--- src/rtl/i2rt_pkg.sv ---
// ============================================================================
// i2rt_pkg
// Shared types, character codes and helpers for the integer to text converter.
// ============================================================================
`default_nettype none

package i2rt_pkg;

    localparam int RADIX_W = 6;
    localparam int CHAR_W  = 7;

    localparam logic [RADIX_W-1:0] RADIX_MIN   = 6'd2;
    localparam logic [RADIX_W-1:0] RADIX_MAX   = 6'd36;
    localparam logic [RADIX_W-1:0] RADIX_RESET = 6'd10;
    localparam logic [RADIX_W-1:0] RADIX_TEN   = 6'd10;
    localparam logic [RADIX_W-1:0] DIGIT_MAX   = 6'd9;

    localparam logic [CHAR_W-1:0] CH_MINUS = 7'd45;
    localparam logic [CHAR_W-1:0] CH_ZERO  = 7'd48;
    localparam logic [CHAR_W-1:0] CH_A     = 7'd97;

    // Command from the sequencer to the serial divider.
    typedef struct packed {
        logic               start;
        logic [RADIX_W-1:0] radix;
    } div_ctl_t;

    // Status from the serial divider back to the sequencer.
    typedef struct packed {
        logic               done;
        logic               quot_zero;
        logic [RADIX_W-1:0] rem;
    } div_sts_t;

    // Clamps a register value into the supported radix range.
    function automatic logic [RADIX_W-1:0] radix_sat(input logic [RADIX_W-1:0] r);
        logic [RADIX_W-1:0] res;
        res = r;
        if (r < RADIX_MIN)
        begin
            res = RADIX_MIN;
        end
        else if (r > RADIX_MAX)
        begin
            res = RADIX_MAX;
        end
        return res;
    endfunction

    // Maps a digit value to its ASCII character.
    function automatic logic [CHAR_W-1:0] digit_char(input logic [RADIX_W-1:0] d);
        logic [CHAR_W-1:0] res;
        if (d > DIGIT_MAX)
        begin
            res = CH_A + CHAR_W'(d) - CHAR_W'(RADIX_TEN);
        end
        else
        begin
            res = CH_ZERO + CHAR_W'(d);
        end
        return res;
    endfunction

endpackage

`default_nettype wire

--- src/rtl/i2rt_divider.sv ---
// ============================================================================
// i2rt_divider
// Bit-serial restoring divider: one quotient bit per cycle by a small radix.
// ============================================================================
`default_nettype none

module i2rt_divider
    import i2rt_pkg::*;
#(
    parameter int VALUE_WIDTH = 32
)
(
    input  wire logic                   clk,
    input  wire logic                   rst_n,
    input  wire div_ctl_t               ctl,
    input  wire logic [VALUE_WIDTH-1:0] dividend,
    output      logic [VALUE_WIDTH-1:0] quotient,
    output      div_sts_t               sts
);

    localparam int BIT_CNT_W = $clog2(VALUE_WIDTH);

    logic [VALUE_WIDTH-1:0] quot_reg;
    logic [RADIX_W-1:0]     rem_reg;
    logic [RADIX_W-1:0]     radix_reg;
    logic [BIT_CNT_W-1:0]   bit_cnt_reg;
    logic                   run_reg;
    logic                   done_reg;

    logic [RADIX_W:0]       trial;
    logic                   fits;
    logic                   last_step;

    // The remainder stays below the radix, so the shifted trial value fits
    // one bit wider than the radix.
    assign trial     = {rem_reg, quot_reg[VALUE_WIDTH-1]};
    assign fits      = trial >= {1'b0, radix_reg};
    assign last_step = bit_cnt_reg == BIT_CNT_W'(VALUE_WIDTH - 1);

    always_ff @(posedge clk or negedge rst_n)
    begin
        if (!rst_n)
        begin
            quot_reg    <= '0;
            rem_reg     <= '0;
            radix_reg   <= RADIX_MIN;
            bit_cnt_reg <= '0;
            run_reg     <= 1'b0;
            done_reg    <= 1'b0;
        end
        else
        begin
            done_reg <= 1'b0;
            if (ctl.start)
            begin
                quot_reg    <= dividend;
                rem_reg     <= '0;
                radix_reg   <= ctl.radix;
                bit_cnt_reg <= '0;
                run_reg     <= 1'b1;
            end
            else if (run_reg)
            begin
                quot_reg    <= {quot_reg[VALUE_WIDTH-2:0], fits};
                rem_reg     <= fits ? RADIX_W'(trial - {1'b0, radix_reg})
                                    : trial[RADIX_W-1:0];
                bit_cnt_reg <= bit_cnt_reg + 1'b1;
                if (last_step)
                begin
                    run_reg  <= 1'b0;
                    done_reg <= 1'b1;
                end
            end
        end
    end

    assign quotient      = quot_reg;
    assign sts.done      = done_reg;
    assign sts.quot_zero = quot_reg == '0;
    assign sts.rem       = rem_reg;

    a_done_after_run: assert property (@(posedge clk) disable iff (!rst_n)
        done_reg |-> $past(run_reg))
        else $error("divider finished without running");

    a_rem_below_radix: assert property (@(posedge clk) disable iff (!rst_n)
        done_reg |-> rem_reg < radix_reg)
        else $error("remainder not below radix");

    a_run_counts: assert property (@(posedge clk) disable iff (!rst_n)
        (run_reg && !ctl.start && !last_step) |=> run_reg)
        else $error("divider stopped early");

endmodule

`default_nettype wire

--- src/rtl/int_to_radix_text.sv ---
// ============================================================================
// int_to_radix_text
// Converts a signed integer to its ASCII text in a radix from 2 to 36.
// ============================================================================
// Usage: write radix over the cfg channel while the block is idle (values
// below 2 act as 2, above 36 as 36). Pulse start with value while busy is
// low. The text then comes out most significant character first, one per
// strobe pulse, each visible for exactly one cycle; the receiver cannot
// stall it, so it must take every strobe. A '-' leads only in radix ten; in
// other radixes a negative value is written as its magnitude, and the most
// negative value is taken as magnitude 2^(VALUE_WIDTH-1). The final character
// carries last. Timing is set by the bit-serial divider, which produces one
// quotient bit per cycle; every digit takes a full divider pass, and each
// character then takes a digit store read state and an output state, with
// one more output state for a sign.
// ============================================================================
`default_nettype none

module int_to_radix_text
    import i2rt_pkg::*;
#(
    parameter int VALUE_WIDTH = 32
)
(
    input  wire logic                          clk,
    input  wire logic                          rst_n,
    input  wire logic                          start,
    output      logic                          busy,
    input  wire logic signed [VALUE_WIDTH-1:0] value,
    input  wire logic                          cfg_valid,
    output      logic                          cfg_ready,
    input  wire logic [RADIX_W-1:0]            cfg_data,
    output      logic                          strobe,
    output      logic [CHAR_W-1:0]             char_code,
    output      logic                          last
);

    localparam int IDX_W = $clog2(VALUE_WIDTH);
    localparam int CNT_W = $clog2(VALUE_WIDTH + 1);

    typedef enum logic [2:0] {
        ST_IDLE,
        ST_DIVIDE,
        ST_SIGN,
        ST_FETCH,
        ST_EMIT
    } state_t;

    state_t                 state_reg;
    logic [RADIX_W-1:0]     radix_reg;
    logic [CNT_W-1:0]       count_reg;
    logic                   sign_reg;
    logic                   strobe_reg;
    logic [CHAR_W-1:0]      char_code_reg;
    logic                   last_reg;

    // Digit store: least significant digit at entry zero.
    logic [RADIX_W-1:0]     digit_mem [VALUE_WIDTH];
    logic [RADIX_W-1:0]     rd_data_reg;

    div_ctl_t               div_ctl;
    div_sts_t               div_sts;
    logic [VALUE_WIDTH-1:0] div_dividend;
    logic [VALUE_WIDTH-1:0] div_quotient;

    logic                   accept;
    logic                   negative;
    logic [VALUE_WIDTH-1:0] magnitude;
    logic [RADIX_W-1:0]     radix_eff;
    logic                   digit_done;
    logic                   mem_we;
    logic [CNT_W-1:0]       count_m1;

    assign busy      = state_reg != ST_IDLE;
    assign cfg_ready = 1'b1;
    assign accept    = start && !busy;

    // Negation in unsigned arithmetic makes the most negative value come out
    // as 2^(VALUE_WIDTH-1) with no overflow.
    assign negative  = value[VALUE_WIDTH-1];
    assign magnitude = negative ? VALUE_WIDTH'(-$unsigned(value)) : $unsigned(value);
    assign radix_eff = radix_sat(radix_reg);

    assign digit_done = (state_reg == ST_DIVIDE) && div_sts.done;
    assign mem_we     = digit_done;
    assign count_m1   = count_reg - 1'b1;

    // A new item loads the magnitude; each finished digit with a nonzero
    // quotient restarts the divider on that quotient with no gap.
    assign div_ctl.start = accept || (digit_done && !div_sts.quot_zero);
    assign div_ctl.radix = radix_eff;
    assign div_dividend  = accept ? magnitude : div_quotient;

    i2rt_divider #(
        .VALUE_WIDTH(VALUE_WIDTH)
    ) u_divider (
        .clk      (clk),
        .rst_n    (rst_n),
        .ctl      (div_ctl),
        .dividend (div_dividend),
        .quotient (div_quotient),
        .sts      (div_sts)
    );

    // The radix register takes a write whenever the channel handshakes.
    always_ff @(posedge clk or negedge rst_n)
    begin
        if (!rst_n)
        begin
            radix_reg <= RADIX_RESET;
        end
        else if (cfg_valid && cfg_ready)
        begin
            radix_reg <= cfg_data;
        end
    end

    // Digit store with one write and one registered read port.
    always_ff @(posedge clk)
    begin
        if (mem_we)
        begin
            digit_mem[count_reg[IDX_W-1:0]] <= div_sts.rem;
        end
        rd_data_reg <= digit_mem[count_m1[IDX_W-1:0]];
    end

    // Sequencer: collects digits from the divider, then replays them from
    // the most significant end, with the sign first when one is due.
    always_ff @(posedge clk or negedge rst_n)
    begin
        if (!rst_n)
        begin
            state_reg     <= ST_IDLE;
            count_reg     <= '0;
            sign_reg      <= 1'b0;
            strobe_reg    <= 1'b0;
            char_code_reg <= '0;
            last_reg      <= 1'b0;
        end
        else
        begin
            strobe_reg <= 1'b0;
            unique case (state_reg)
                ST_IDLE:
                begin
                    if (accept)
                    begin
                        count_reg <= '0;
                        sign_reg  <= negative && (radix_eff == RADIX_TEN);
                        state_reg <= ST_DIVIDE;
                    end
                end
                ST_DIVIDE:
                begin
                    if (div_sts.done)
                    begin
                        count_reg <= count_reg + 1'b1;
                        if (div_sts.quot_zero)
                        begin
                            state_reg <= sign_reg ? ST_SIGN : ST_FETCH;
                        end
                    end
                end
                ST_SIGN:
                begin
                    char_code_reg <= CH_MINUS;
                    last_reg      <= 1'b0;
                    strobe_reg    <= 1'b1;
                    state_reg     <= ST_FETCH;
                end
                ST_FETCH:
                begin
                    count_reg <= count_m1;
                    state_reg <= ST_EMIT;
                end
                ST_EMIT:
                begin
                    char_code_reg <= digit_char(rd_data_reg);
                    last_reg      <= count_reg == '0;
                    strobe_reg    <= 1'b1;
                    state_reg     <= (count_reg == '0) ? ST_IDLE : ST_FETCH;
                end
                default:
                begin
                    state_reg <= ST_IDLE;
                end
            endcase
        end
    end

    assign strobe    = strobe_reg;
    assign char_code = char_code_reg;
    assign last      = last_reg;

    a_last_ends_item: assert property (@(posedge clk) disable iff (!rst_n)
        (strobe_reg && last_reg) |-> state_reg == ST_IDLE)
        else $error("last character sent while item still in progress");

    a_store_in_range: assert property (@(posedge clk) disable iff (!rst_n)
        mem_we |-> count_reg < CNT_W'(VALUE_WIDTH))
        else $error("digit store overflow");

    a_accept_goes_busy: assert property (@(posedge clk) disable iff (!rst_n)
        accept |=> (busy && count_reg == '0))
        else $error("accepted item did not start conversion");

    a_fetch_has_digit: assert property (@(posedge clk) disable iff (!rst_n)
        state_reg == ST_FETCH |-> count_reg != '0)
        else $error("fetch with no digit left");

endmodule

`default_nettype wire

--- config.mk ---
export PLATFORM = sky130hd
export DESIGN_NAME = int_to_radix_text
export DESIGN_NICKNAME = d
export VERILOG_FILES = /design/src/rtl/i2rt_pkg.sv /design/src/rtl/i2rt_divider.sv /design/src/rtl/int_to_radix_text.sv
export SDC_FILE = /design/constraint.sdc
export NUM_CORES = 1
export LEC_CHECK = 0
export BUFFER_PORTS_ARGS = -buffer_cell sky130_fd_sc_hd__buf_2
export CAP_MARGIN = 30
export CORE_MARGIN = 2
export CORE_UTILIZATION = 30
export CTS_CLUSTER_SIZE = 12
export DETAILED_ROUTE_END_ITERATION = 12
export GPL_ROUTABILITY_DRIVEN = 0
export PLACE_DENSITY_LB_ADDON = 0.1
export SYNTH_ARGS = -nofsm -noshare
export SYNTH_HDL_FRONTEND = slang
export SYNTH_SLANG_ARGS = --single-unit
--- constraint.sdc ---
create_clock -name clk -period 10.5 [get_ports clk]
set_input_delay 0 -clock clk [delete_from_list [all_inputs] [get_ports clk]]
set_output_delay 0 -clock clk [all_outputs]
set_load 0.02 [all_outputs]
==> metrics.md, run 1 <==
| Metric | Value |
|---|---|
| Drt pass-1 iters | 4 |
| Critical-path cell list | buf_16 > inv_1 > ha_2 > buf_4 > mux4_2 > mux4_2 > nand2_1 > nand2_1 |
| Crit share post-route | 31.6% |
| Tmin final | 3.32 ns |
| Worst skew pair latency | 0.58 ns |
| Most frequent cells in the layout | 192 x edfxtp_1, 83 x nand2_1, 73 x nor2_1 |
| DR iter-0 viols | 440 |
| First-pass GRT wire length | 48200 um |
| ANT nets after route | 0 |
| Syn avg cell area | 14.1 sq um |
| Via count | 7527 |
| Routed WL | 30900 um |
| CP bufs+invs | 3 |
| Main synth FF type | edfxtp_1 |
| Clock tree root buffer cell | clkbuf_16 |
| Most common cell after layout, fill and taps aside | edfxtp_1 |
| Post-Syn Instances | 873 |
| Area Overhead vs Synth | 22.0% |
| Std-Cell Rows | 74 |
| Input/output buffers | 51 |
| Post-CTS Setup Bufs | 0 |
| Sink Count | 274 |
| Nets | 1059 |
| Cell area after layout | 15000 sq um |
| Seq cells post-synth | 274 |
| Largest net degree at the start of global routing | 63 |
| Slew Limit Fails | 0 |
| Via count of the first global-routing pass | 7801 |
| Hold WS | 0.0916 ns |
| Critical path type | reg -> reg |
| Post-synthesis sequential area ratio | 63.3% |
| WP data required | 10.97 ns |
| Clock Path Buffers | 3 |
| Status | finished, final reports clean |
| # DRC | 0 |
| Synth warn | 0 |
| CTS tree | built |
| Worst Setup End Kind | flip-flop |
| Final hold vios | 0 |
| Chip width | 207 um |
| Delay of the slowest critical-path stage | 0.71 ns |
| Number of synthesized flops with an enable pin | 192 |
| CTS Buf Count | 31 |
| Max cap viols | 0 |
| Clk_skew | 0.0203 ns |
| Cell family with most CP delay | buffers and inverters |
| Critical Path Start Type | flip-flop |
| Antenna diodes | 0 |
| Clock-pin slew on the worst setup and hold paths | 0.06 ns |
| Mapped Area | 12300 sq um |
| Vias/cell | 4.85 |
| Register area | 7790 sq um |
| CTS H-tree depth | 1 |
| Die height | 207 um |
| RSZ-0062 raised after global routing | no |
| HPWL Detailed | 20900 um |
| PD cells | 191 nW/um^2 |
| Critical Path AT | 3.79 ns |
| Fraction of layout cells with a size suffix above 1 | 19.6% |
| Slowest-stage cell, CP | dfrtp_4 |
| Hold-fix buffers, CTS | 62 |
| Worst-path fanout max | 49 |
| Setup TNS | 0 ns |
| Worst slew pin tran | 0.858 ns |
| Hold WC Path Type | in -> reg |
| Antenna violations before repair | 0 |
| Multi-input logic area | 4260 sq um |
| Count of different cell masters after synthesis | 61 |
| Placeable Area | 40600 sq um |
| Top-level port count | 53 |
| Post-CTS Resized | 0 |
| Ys async rst share | 27.7% |
| Die area | 42600 sq um |
| Global route overflow | 0 |
| Setup-failing EPs final | 0 |
| Leak Pwr | 5.31 nW |
| Total power draw | 2.87 mW |
| Placed Area | 13300 sq um |
| Final core utilization | 36.9% |
| Wire per inst | 19.9 um |
| F_max | 301 MHz |
| GRT Total Usage | 14.9% |
| Max IR drop VDD | 0.129 mV |
| Max reg flops | 192 |
| Syn nets | 935 |
| Fillers | 3869 |
| Initial cell density of the core | 30.3% |
| Slew margin rel. | 42.6% |
final cells by class:
class,count,area share (%)
clock inverters,15,1.45
multi-input cells,531,28.4
clock buffers,41,5.75
repair buffers,133,7.39
inverters,26,0.650
well taps,532,4.44
flip-flops and latches,274,51.9
metal layers:
| layer | share of wire, % | vias to the layer above | track usage, % |
|---|---|---|---|
| met3 | 1.9 | 45 | 1.92 |
| met5 | 0 | - | 0 |
| met4 | 1.9 | 0 | 3.16 |
| met2 | 50 | 75 | 25.6 |
| met1 | 46 | 3838 | 20.3 |
| li1 | - | 3569 | - |
through the flow:
step	std cells	setup slack [ns]
after floorplan	873	7.18
after global placement	1427	6.93
after detailed placement	1434	7.09
after CTS	1552	7.08
after global routing	1552	6.95
final	1552	7.18
worst min-delay path, stage by stage:
cell	delay, ns
buf_2	0.28
nand2_1	0.12
o211a_1	0.14
o21ai_0	0.07
cell usage after synthesis, types with 5 or more instances:
cell        n  area, sq um
a211oi_1    7         52.6
a21oi_1    24          120
a31oi_1     7         43.8
buf_1       5         18.8
clkbuf_1   35          131
dfrtp_1    73         1830
dfxtp_1     6          120
edfxtp_1  192         5770
ha_1       19          238
inv_1      25         93.8
mux2_2      5         56.3
mux2i_1    17          170
mux4_2     60         1350
nand2_1    83          312
nand2b_1    7         43.8
nand3_1     6         30.0
nor2_1     73          274
nor3_1     16         80.1
nor4_1     12         75.1
o21a_1      6         45.0
o21ai_0    57          285
o21ai_1     8         40.0
o31ai_1    11         82.6
o41ai_1     6         52.6
or3_1       8         50.1
or4_1       6         45.0
xnor2_1    29          254
xor2_1     13          114
power by group:
| group | switching, mW | total [mW] | internal (mW) |
|---|---|---|---|
| sequential | 0.0542 | 1.38 | 1.32 |
| combinational | 0.208 | 0.356 | 0.148 |
| clock | 0.438 | 1.14 | 0.700 |
| total | 0.700 | 2.87 | 2.17 |
cells by family after synthesis:
logic type | Yosys count | synth area share (%)
adders and majority gates | 21 | 2.18
AOI/OAI and AO/OA | 145 | 7.29
and+or+nand+nor | 240 | 9.19
DFF | 274 | 63.3
xor gates and xnor gates | 42 | 2.99
muxes | 82 | 12.8
other | 1 | 0.0305
buffers and inverters | 68 | 2.17
final timing paths:
kind                                               end  slack [ns]  depth (start not counted)                    from
worst max-delay path                    rd_data_reg[5]        7.18                          8            count_reg[0]
worst min-delay path             u_divider.quotient[1]        0.09                          4               value[31]
worst max register to register          rd_data_reg[5]        7.18                          8            count_reg[0]
worst min register to register  u_divider.radix_reg[0]        0.47                          2  u_divider.radix_reg[0]
max in group asynchronous       u_divider.radix_reg[1]        9.19                          5                   rst_n
min in group asynchronous                 char_code[3]        0.39                          3                   rst_n
Power figures use the tool's default switching activity.
==> run 2, diff against run 1 <==
==> constraint.sdc (replaced) <==
create_clock -name clk -period 3.38 [get_ports clk]
set_input_delay 0 -clock clk [delete_from_list [all_inputs] [get_ports clk]]
set_output_delay 0 -clock clk [all_outputs]
set_load 0.02 [all_outputs]
==> run 2 against run 1 <==
  * Combinational power rose to 3.3 times the previous value
  * Cell area up 0.52%
  * Clock power rose to 3.1 times the previous value
  * Sequential power rose to 3.1 times the previous value
  * Clock skew about the same
  * Critical path depth up 3
  * Routed wire length down 0.72%
  * Sequential share of layout area down 0.27 points
  * Largest cell class unchanged
==> metrics.md, run 2 (synthesis results as in run 1) <==
| Metric | Value |
|---|---|
| CTS Buf Count | 31 |
| First-pass GRT wire length | 47800 um |
| Setup WS pre-CTS | 0.744 ns |
| Most common cell after layout, fill and taps aside | edfxtp_1 |
| GRT Total Usage | 14.7% |
| Initial cell density of the core | 30.3% |
| Vias/cell | 4.83 |
| CTS H-tree depth | 1 |
| Clock Path Buffers | 3 |
| Setup TNS | 0 ns |
| Setup-failing EPs final | 0 |
| Sink Count | 274 |
| # DRC | 0 |
| Global route overflow | 0 |
| Via count of the first global-routing pass | 7741 |
| DR iter-0 viols | 451 |
| Largest net degree at the start of global routing | 61 |
| Clk_skew | 0.0207 ns |
| Clock tree root buffer cell | clkbuf_16 |
| Area Overhead vs Synth | 22.6% |
| Critical Path AT | 3.48 ns |
| Slew margin rel. | 44.9% |
| Input/output buffers | 51 |
| Delay of the slowest critical-path stage | 0.57 ns |
| Worst slew pin tran | 0.826 ns |
| Drt pass-1 iters | 5 |
| RSZ-0062 raised after global routing | no |
| Worst skew pair latency | 0.58 ns |
| PD cells | 595 nW/um^2 |
| Cells after DPL | 1452 |
| Post-CTS Setup Bufs | 0 |
| Antenna violations before repair | 0 |
| CTS tree | built |
| Worst Setup End Kind | flip-flop |
| Max reg flops | 192 |
| Routed WL | 30700 um |
| Fin cells | 1574 |
| Critical path type | in -> reg |
| HPWL Detailed | 20200 um |
| Max IR drop VDD | 0.405 mV |
| Clock-pin slew on the worst setup and hold paths | 0.06 ns |
| Fraction of layout cells with a size suffix above 1 | 20.6% |
| Leak Pwr | 5.37 nW |
| Status | finished, final reports clean |
| Fillers | 3853 |
| Nets | 1079 |
| Crit share post-route | 89.7% |
| Chip width | 207 um |
| Max cap viols | 0 |
| Final hold vios | 0 |
| Placeable Area | 40600 sq um |
| Worst-path fanout max | 8 |
| Critical-path cell list | dlygate4sd3_1 > buf_2 > inv_1 > ha_1 > or3b_2 > or4_4 > or4_4 > o31ai_4 > xor2_1 > dlygate4sd3_1 > a21oi_1 |
| Critical Path Start Type | input port |
| Hold WC Path Type | in -> async |
| Slowest-stage cell, CP | or4_4 |
| Slew Limit Fails | 0 |
| Antenna diodes | 0 |
| Die area | 42600 sq um |
| Wire per inst | 19.5 um |
| Tmin final | 3.03 ns |
| Via count | 7606 |
| Std-Cell Rows | 74 |
| F_max | 330 MHz |
| Most frequent cells in the layout | 192 x edfxtp_1, 83 x nand2_1, 73 x nor2_1 |
| WP data required | 3.83 ns |
| Top-level port count | 53 |
| ANT nets after route | 0 |
| Setup ws final | 0.349 ns |
| Die height | 207 um |
-- run 2: routing by layer --
metal  global-route usage (%)  vias up  routed length [um]
met3                     2.22       39                1020
met2                     23.8      128               14700
li1                         -     3606                   -
met4                     3.52        0                 628
met1                     20.9     3833               14300
met5                        0        -                   0
-- run 2: cell type report --
type	instances	area (sq um)	area share (%)
sequential	274	7790	51.7
clock buffer	42	827	5.48
timing repair buffer	153	1200	7.93
clock inverter	16	244	1.62
multi-input combinational	531	4260	28.2
tap	532	666	4.41
inverter	26	97.6	0.647
-- run 2: stage by stage --
step	hold slack (ns)	cell area (sq um)	utilization, %	power [mW]
final	0.0680	15100	37.1	8.97
after CTS	0.0681	15100	37.1	9.11
after detailed placement	0.152	13400	32.9	5.45
after global routing	0.148	15100	37.1	9.40
after floorplan	-0.296	12300	-	4.95
after global placement	0.148	13400	32.9	5.47
-- run 2: worst paths after layout --
kind / slack (ns) / cells after the start / startpoint / to
min in group clk: 0.13 / 5 / value[31] / u_divider.quotient[1]
worst max-delay path: 0.35 / 11 / value[1] / u_divider.quotient[28]
worst max register to register: 0.54 / 8 / state_reg[2] / u_divider.quotient[23]
max in group asynchronous: 2.45 / 3 / rst_n / u_divider.radix_reg[1]
worst min-delay path: 0.07 / 2 / rst_n / char_code[2]
worst min register to register: 0.47 / 2 / u_divider.radix_reg[0] / u_divider.radix_reg[0]
-- run 2: report_power, final --
| part | internal (mW) | switching (mW) | total, mW |
|---|---|---|---|
| clock | 2.17 | 1.37 | 3.55 |
| combinational | 0.431 | 0.725 | 1.16 |
| sequential | 4.11 | 0.155 | 4.27 |
| total | 6.72 | 2.25 | 8.97 |
-- run 2: critical path, delay by kind of cell --
kind	cells	cell delay [ns]
compound gates	2	0.25
xor+xnor	1	0.16
fa+ha+maj	1	0.16
buf+inv	4	1.29
simple gates	3	1.62
-- run 2: timing repair --
| item | CTS | global route |
|---|---|---|
| hold endpoints to repair | 101 | 0 |
| resized for setup | 0 | 0 |
| hold buffers | 64 | 0 |
| setup endpoints to repair | 0 | 0 |
==> run 3, diff against run 2 <==
--- a/config.mk
+++ b/config.mk
@@ -7,7 +7,6 @@
 export LEC_CHECK = 0
 export BUFFER_PORTS_ARGS = -buffer_cell sky130_fd_sc_hd__buf_2
 export CAP_MARGIN = 30
-export CORE_MARGIN = 2
 export CORE_UTILIZATION = 30
 export CTS_CLUSTER_SIZE = 12
 export DETAILED_ROUTE_END_ITERATION = 12
@@ -15,4 +14,5 @@
 export PLACE_DENSITY_LB_ADDON = 0.1
 export SYNTH_ARGS = -nofsm -noshare
 export SYNTH_HDL_FRONTEND = slang
+export SYNTH_HIERARCHICAL = 1
 export SYNTH_SLANG_ARGS = --single-unit
==> run 3 against run 2 <==
  * Critical path depth is 4 lower
  * First-iteration DRC count is 14% lower
  * Combinational power is 6% higher
  * Highest routed layer unchanged
  * Maximum frequency is 21% higher
  * Flip-flop and latch count stayed put
  * Sequential share of layout area is 1.1 points lower
  * Clock-buffer cell count is 7 higher
==> metrics.md, run 3 <==
| Metric | Value |
|---|---|
| Most frequent cell after synthesis | edfxtp_1 |
| Critical path type | reg -> reg |
| Clock tree root buffer cell | clkbuf_16 |
| Input/output buffers | 51 |
| Reg-to-reg slack, setup | 0.87 ns |
| Synth warn | 6 |
| # DRC | 0 |
| Area share of xor/xnor cells in the synthesized design | 2.98% |
| Max IR drop VDD | 0.271 mV |
| Final hold vios | 0 |
| WHS Path Cells | 5 |
| Nets | 1129 |
| Mapped Area | 12900 sq um |
| Critical Path Start Type | flip-flop |
| Die area | 43900 sq um |
| Number of synthesized flops with an enable pin | 192 |
| Leak Pwr | 5.82 nW |
| Antenna diodes | 0 |
| HPWL Detailed | 20800 um |
| CTS tree | built |
| Syn nets | 1025 |
| Die height | 210 um |
| Largest net degree at the start of global routing | 67 |
| Slew Limit Fails | 0 |
| Area share of fa/ha/maj cells after synthesis | 2.07% |
| Crit share post-route | 74.3% |
| CP startpoint | count_reg[1] |
| Sink Count | 274 |
| Antenna violations before repair | 0 |
| Wire per inst | 19.6 um |
| Slew margin rel. | 40.1% |
| DR iter-0 viols | 390 |
| Top cell type's share of synthesized area | 44.6% |
| Via count | 7936 |
| Worst Setup End Kind | flip-flop |
| Worst-path fanout max | 25 |
| CP bufs+invs | 2 |
| Setup TNS | 0 ns |
| CTS Buf Count | 34 |
| ANT nets after route | 0 |
| F_max | 398 MHz |
| Ys async rst share | 27.7% |
| Main synth FF type | edfxtp_1 |
| Post-synthesis sequential area ratio | 60.3% |
| Delay of the slowest critical-path stage | 0.51 ns |
| PD cells | 585 nW/um^2 |
| Worst skew pair latency | 0.54 ns |
| Setup ws final | 0.869 ns |
| Worst slew pin tran | 0.899 ns |
| Cell family with most CP delay | multiplexers |
| Std-Cell Rows | 75 |
| Complex-gate fraction of the synthesized area | 9.40% |
| Slowest-stage cell, CP | dfrtp_1 |
| Drt pass-1 iters | 5 |
| Seq cells post-synth | 274 |
| Post-Syn Instances | 963 |
| Placeable Area | 42200 sq um |
| Area Overhead vs Synth | 19.2% |
| Synth top area cells | edfxtp_1 45%, dfrtp_1 14%, mux4_2 8.4% |
| Synth cell count leaders | 192 x edfxtp_1, 96 x nand2_1, 73 x dfrtp_1 |
| Total power draw | 9.01 mW |
| Status | finished, final reports clean |
| WP data required | 3.80 ns |
| Largest family of logic cells by synthesized area | multiplexers |
| Vias/cell | 4.86 |
| Clock-pin slew on the worst setup and hold paths | 0.06 ns |
| Hold_sp | value[2] |
| Number of cells on the critical path | 7 |
| Clk_skew | 0.0159 ns |
| Via count of the first global-routing pass | 8300 |
| Worst R2R Start | count_reg[1] |
| Routed WL | 32000 um |
| Simple-gate share of the synthesized area | 8.54% |
| Post-CTS Resized | 0 |
| Global route overflow | 0 |
| Chip width | 210 um |
| Hold WC Path Type | in -> reg |
| Tmin final | 2.51 ns |
| Placed Area | 13900 sq um |
| Initial cell density of the core | 30.6% |
| RSZ-0062 raised after global routing | no |
| GRT Total Usage | 15.1% |
| Cell area after layout | 15400 sq um |
| Clock Path Buffers | 3 |
| Most frequent cells in the layout | 192 x edfxtp_1, 96 x nand2_1, 71 x dfrtp_1 |
| Setup WS pre-CTS | 0.851 ns |
| Most common cell after layout, fill and taps aside | edfxtp_1 |
| Count of different cell masters after synthesis | 65 |
| Max cap viols | 0 |
| Max reg flops | 192 |
| Top-level port count | 53 |
| Setup-failing EPs final | 0 |
| Syn avg cell area | 13.4 sq um |
| Critical-path cell list | inv_1 > ha_2 > buf_4 > mux4_2 > mux2_2 > o22ai_1 > nor2_1 |
| Worst reg-to-reg path cell count | 7 |
| CTS H-tree depth | 2 |
| First-pass GRT wire length | 50200 um |
| Area leader, netlist | edfxtp_1 |
| Mux cell area share after synthesis | 14.2% |
| Critical Path AT | 2.93 ns |
| Fraction of layout cells with a size suffix above 1 | 19.6% |
-- run 3: through the flow --
step	hold slack [ns]	utilization (%)	std cells
after global routing	0.0749	36.5	1632
final	0.0238	36.5	1632
after detailed placement	0.177	32.8	1525
after floorplan	-0.296	-	963
after CTS	0.00600	36.5	1632
after global placement	0.168	32.8	1525
-- run 3: cell families after synthesis --
| group | count (synthesis) |
|---|---|
| AND/OR/NAND/NOR | 237 |
| flip-flops | 274 |
| adder cells (fa/ha/maj) | 21 |
| XOR/XNOR | 44 |
| buffers and inverters | 78 |
| other | 1 |
| AO/OA/AOI/OAI | 187 |
| multiplexers | 121 |
-- run 3: tightest hold or removal path, cell delays in order --
cell and delay (ns):
buf_2 0.13, xnor2_1 0.10, o21ai_0 0.14, nand2_1 0.05, o21ai_0 0.07
-- run 3: what timing repair did --
action | in CTS | in global routing
endpoints found under the hold margin | 100 | 0
setup buffers | 0 | 0
hold buffers | 45 | 0
-- run 3: cell type report --
cell class	count	area, sq um
fill	4147	26800
clock inverter	13	161
inverter	24	90.1
sequential	274	7800
tap	539	674
timing repair buffer	122	916
clock buffer	49	938
multi-input combinational	611	4830
-- run 3: path summary, 6_finish.rpt --
path / endpoint
setup / recovery: rd_data_reg[2]
hold / removal: u_divider/quotient[2]
setup reg to reg: rd_data_reg[2]
hold reg to reg: sign_reg
max in group asynchronous: radix_reg[1]
min in group asynchronous: char_code[2]
-- run 3: where the power goes --
part / leakage, nW / switching, mW / internal (mW)
registers: 2.61 / 0.116 / 4.06
clock network: 0.540 / 1.42 / 2.18
logic: 2.68 / 0.810 / 0.423
total: 5.82 / 2.34 / 6.66
-- run 3: per-layer routing --
layer | vias up | part of all wire [%] | GRT usage (%)
met5 | - | 0 | 0
met4 | 0 | 2.7 | 4.93
met3 | 46 | 3.2 | 2.81
met2 | 107 | 49 | 25.1
met1 | 3951 | 45 | 19.8
li1 | 3832 | - | -
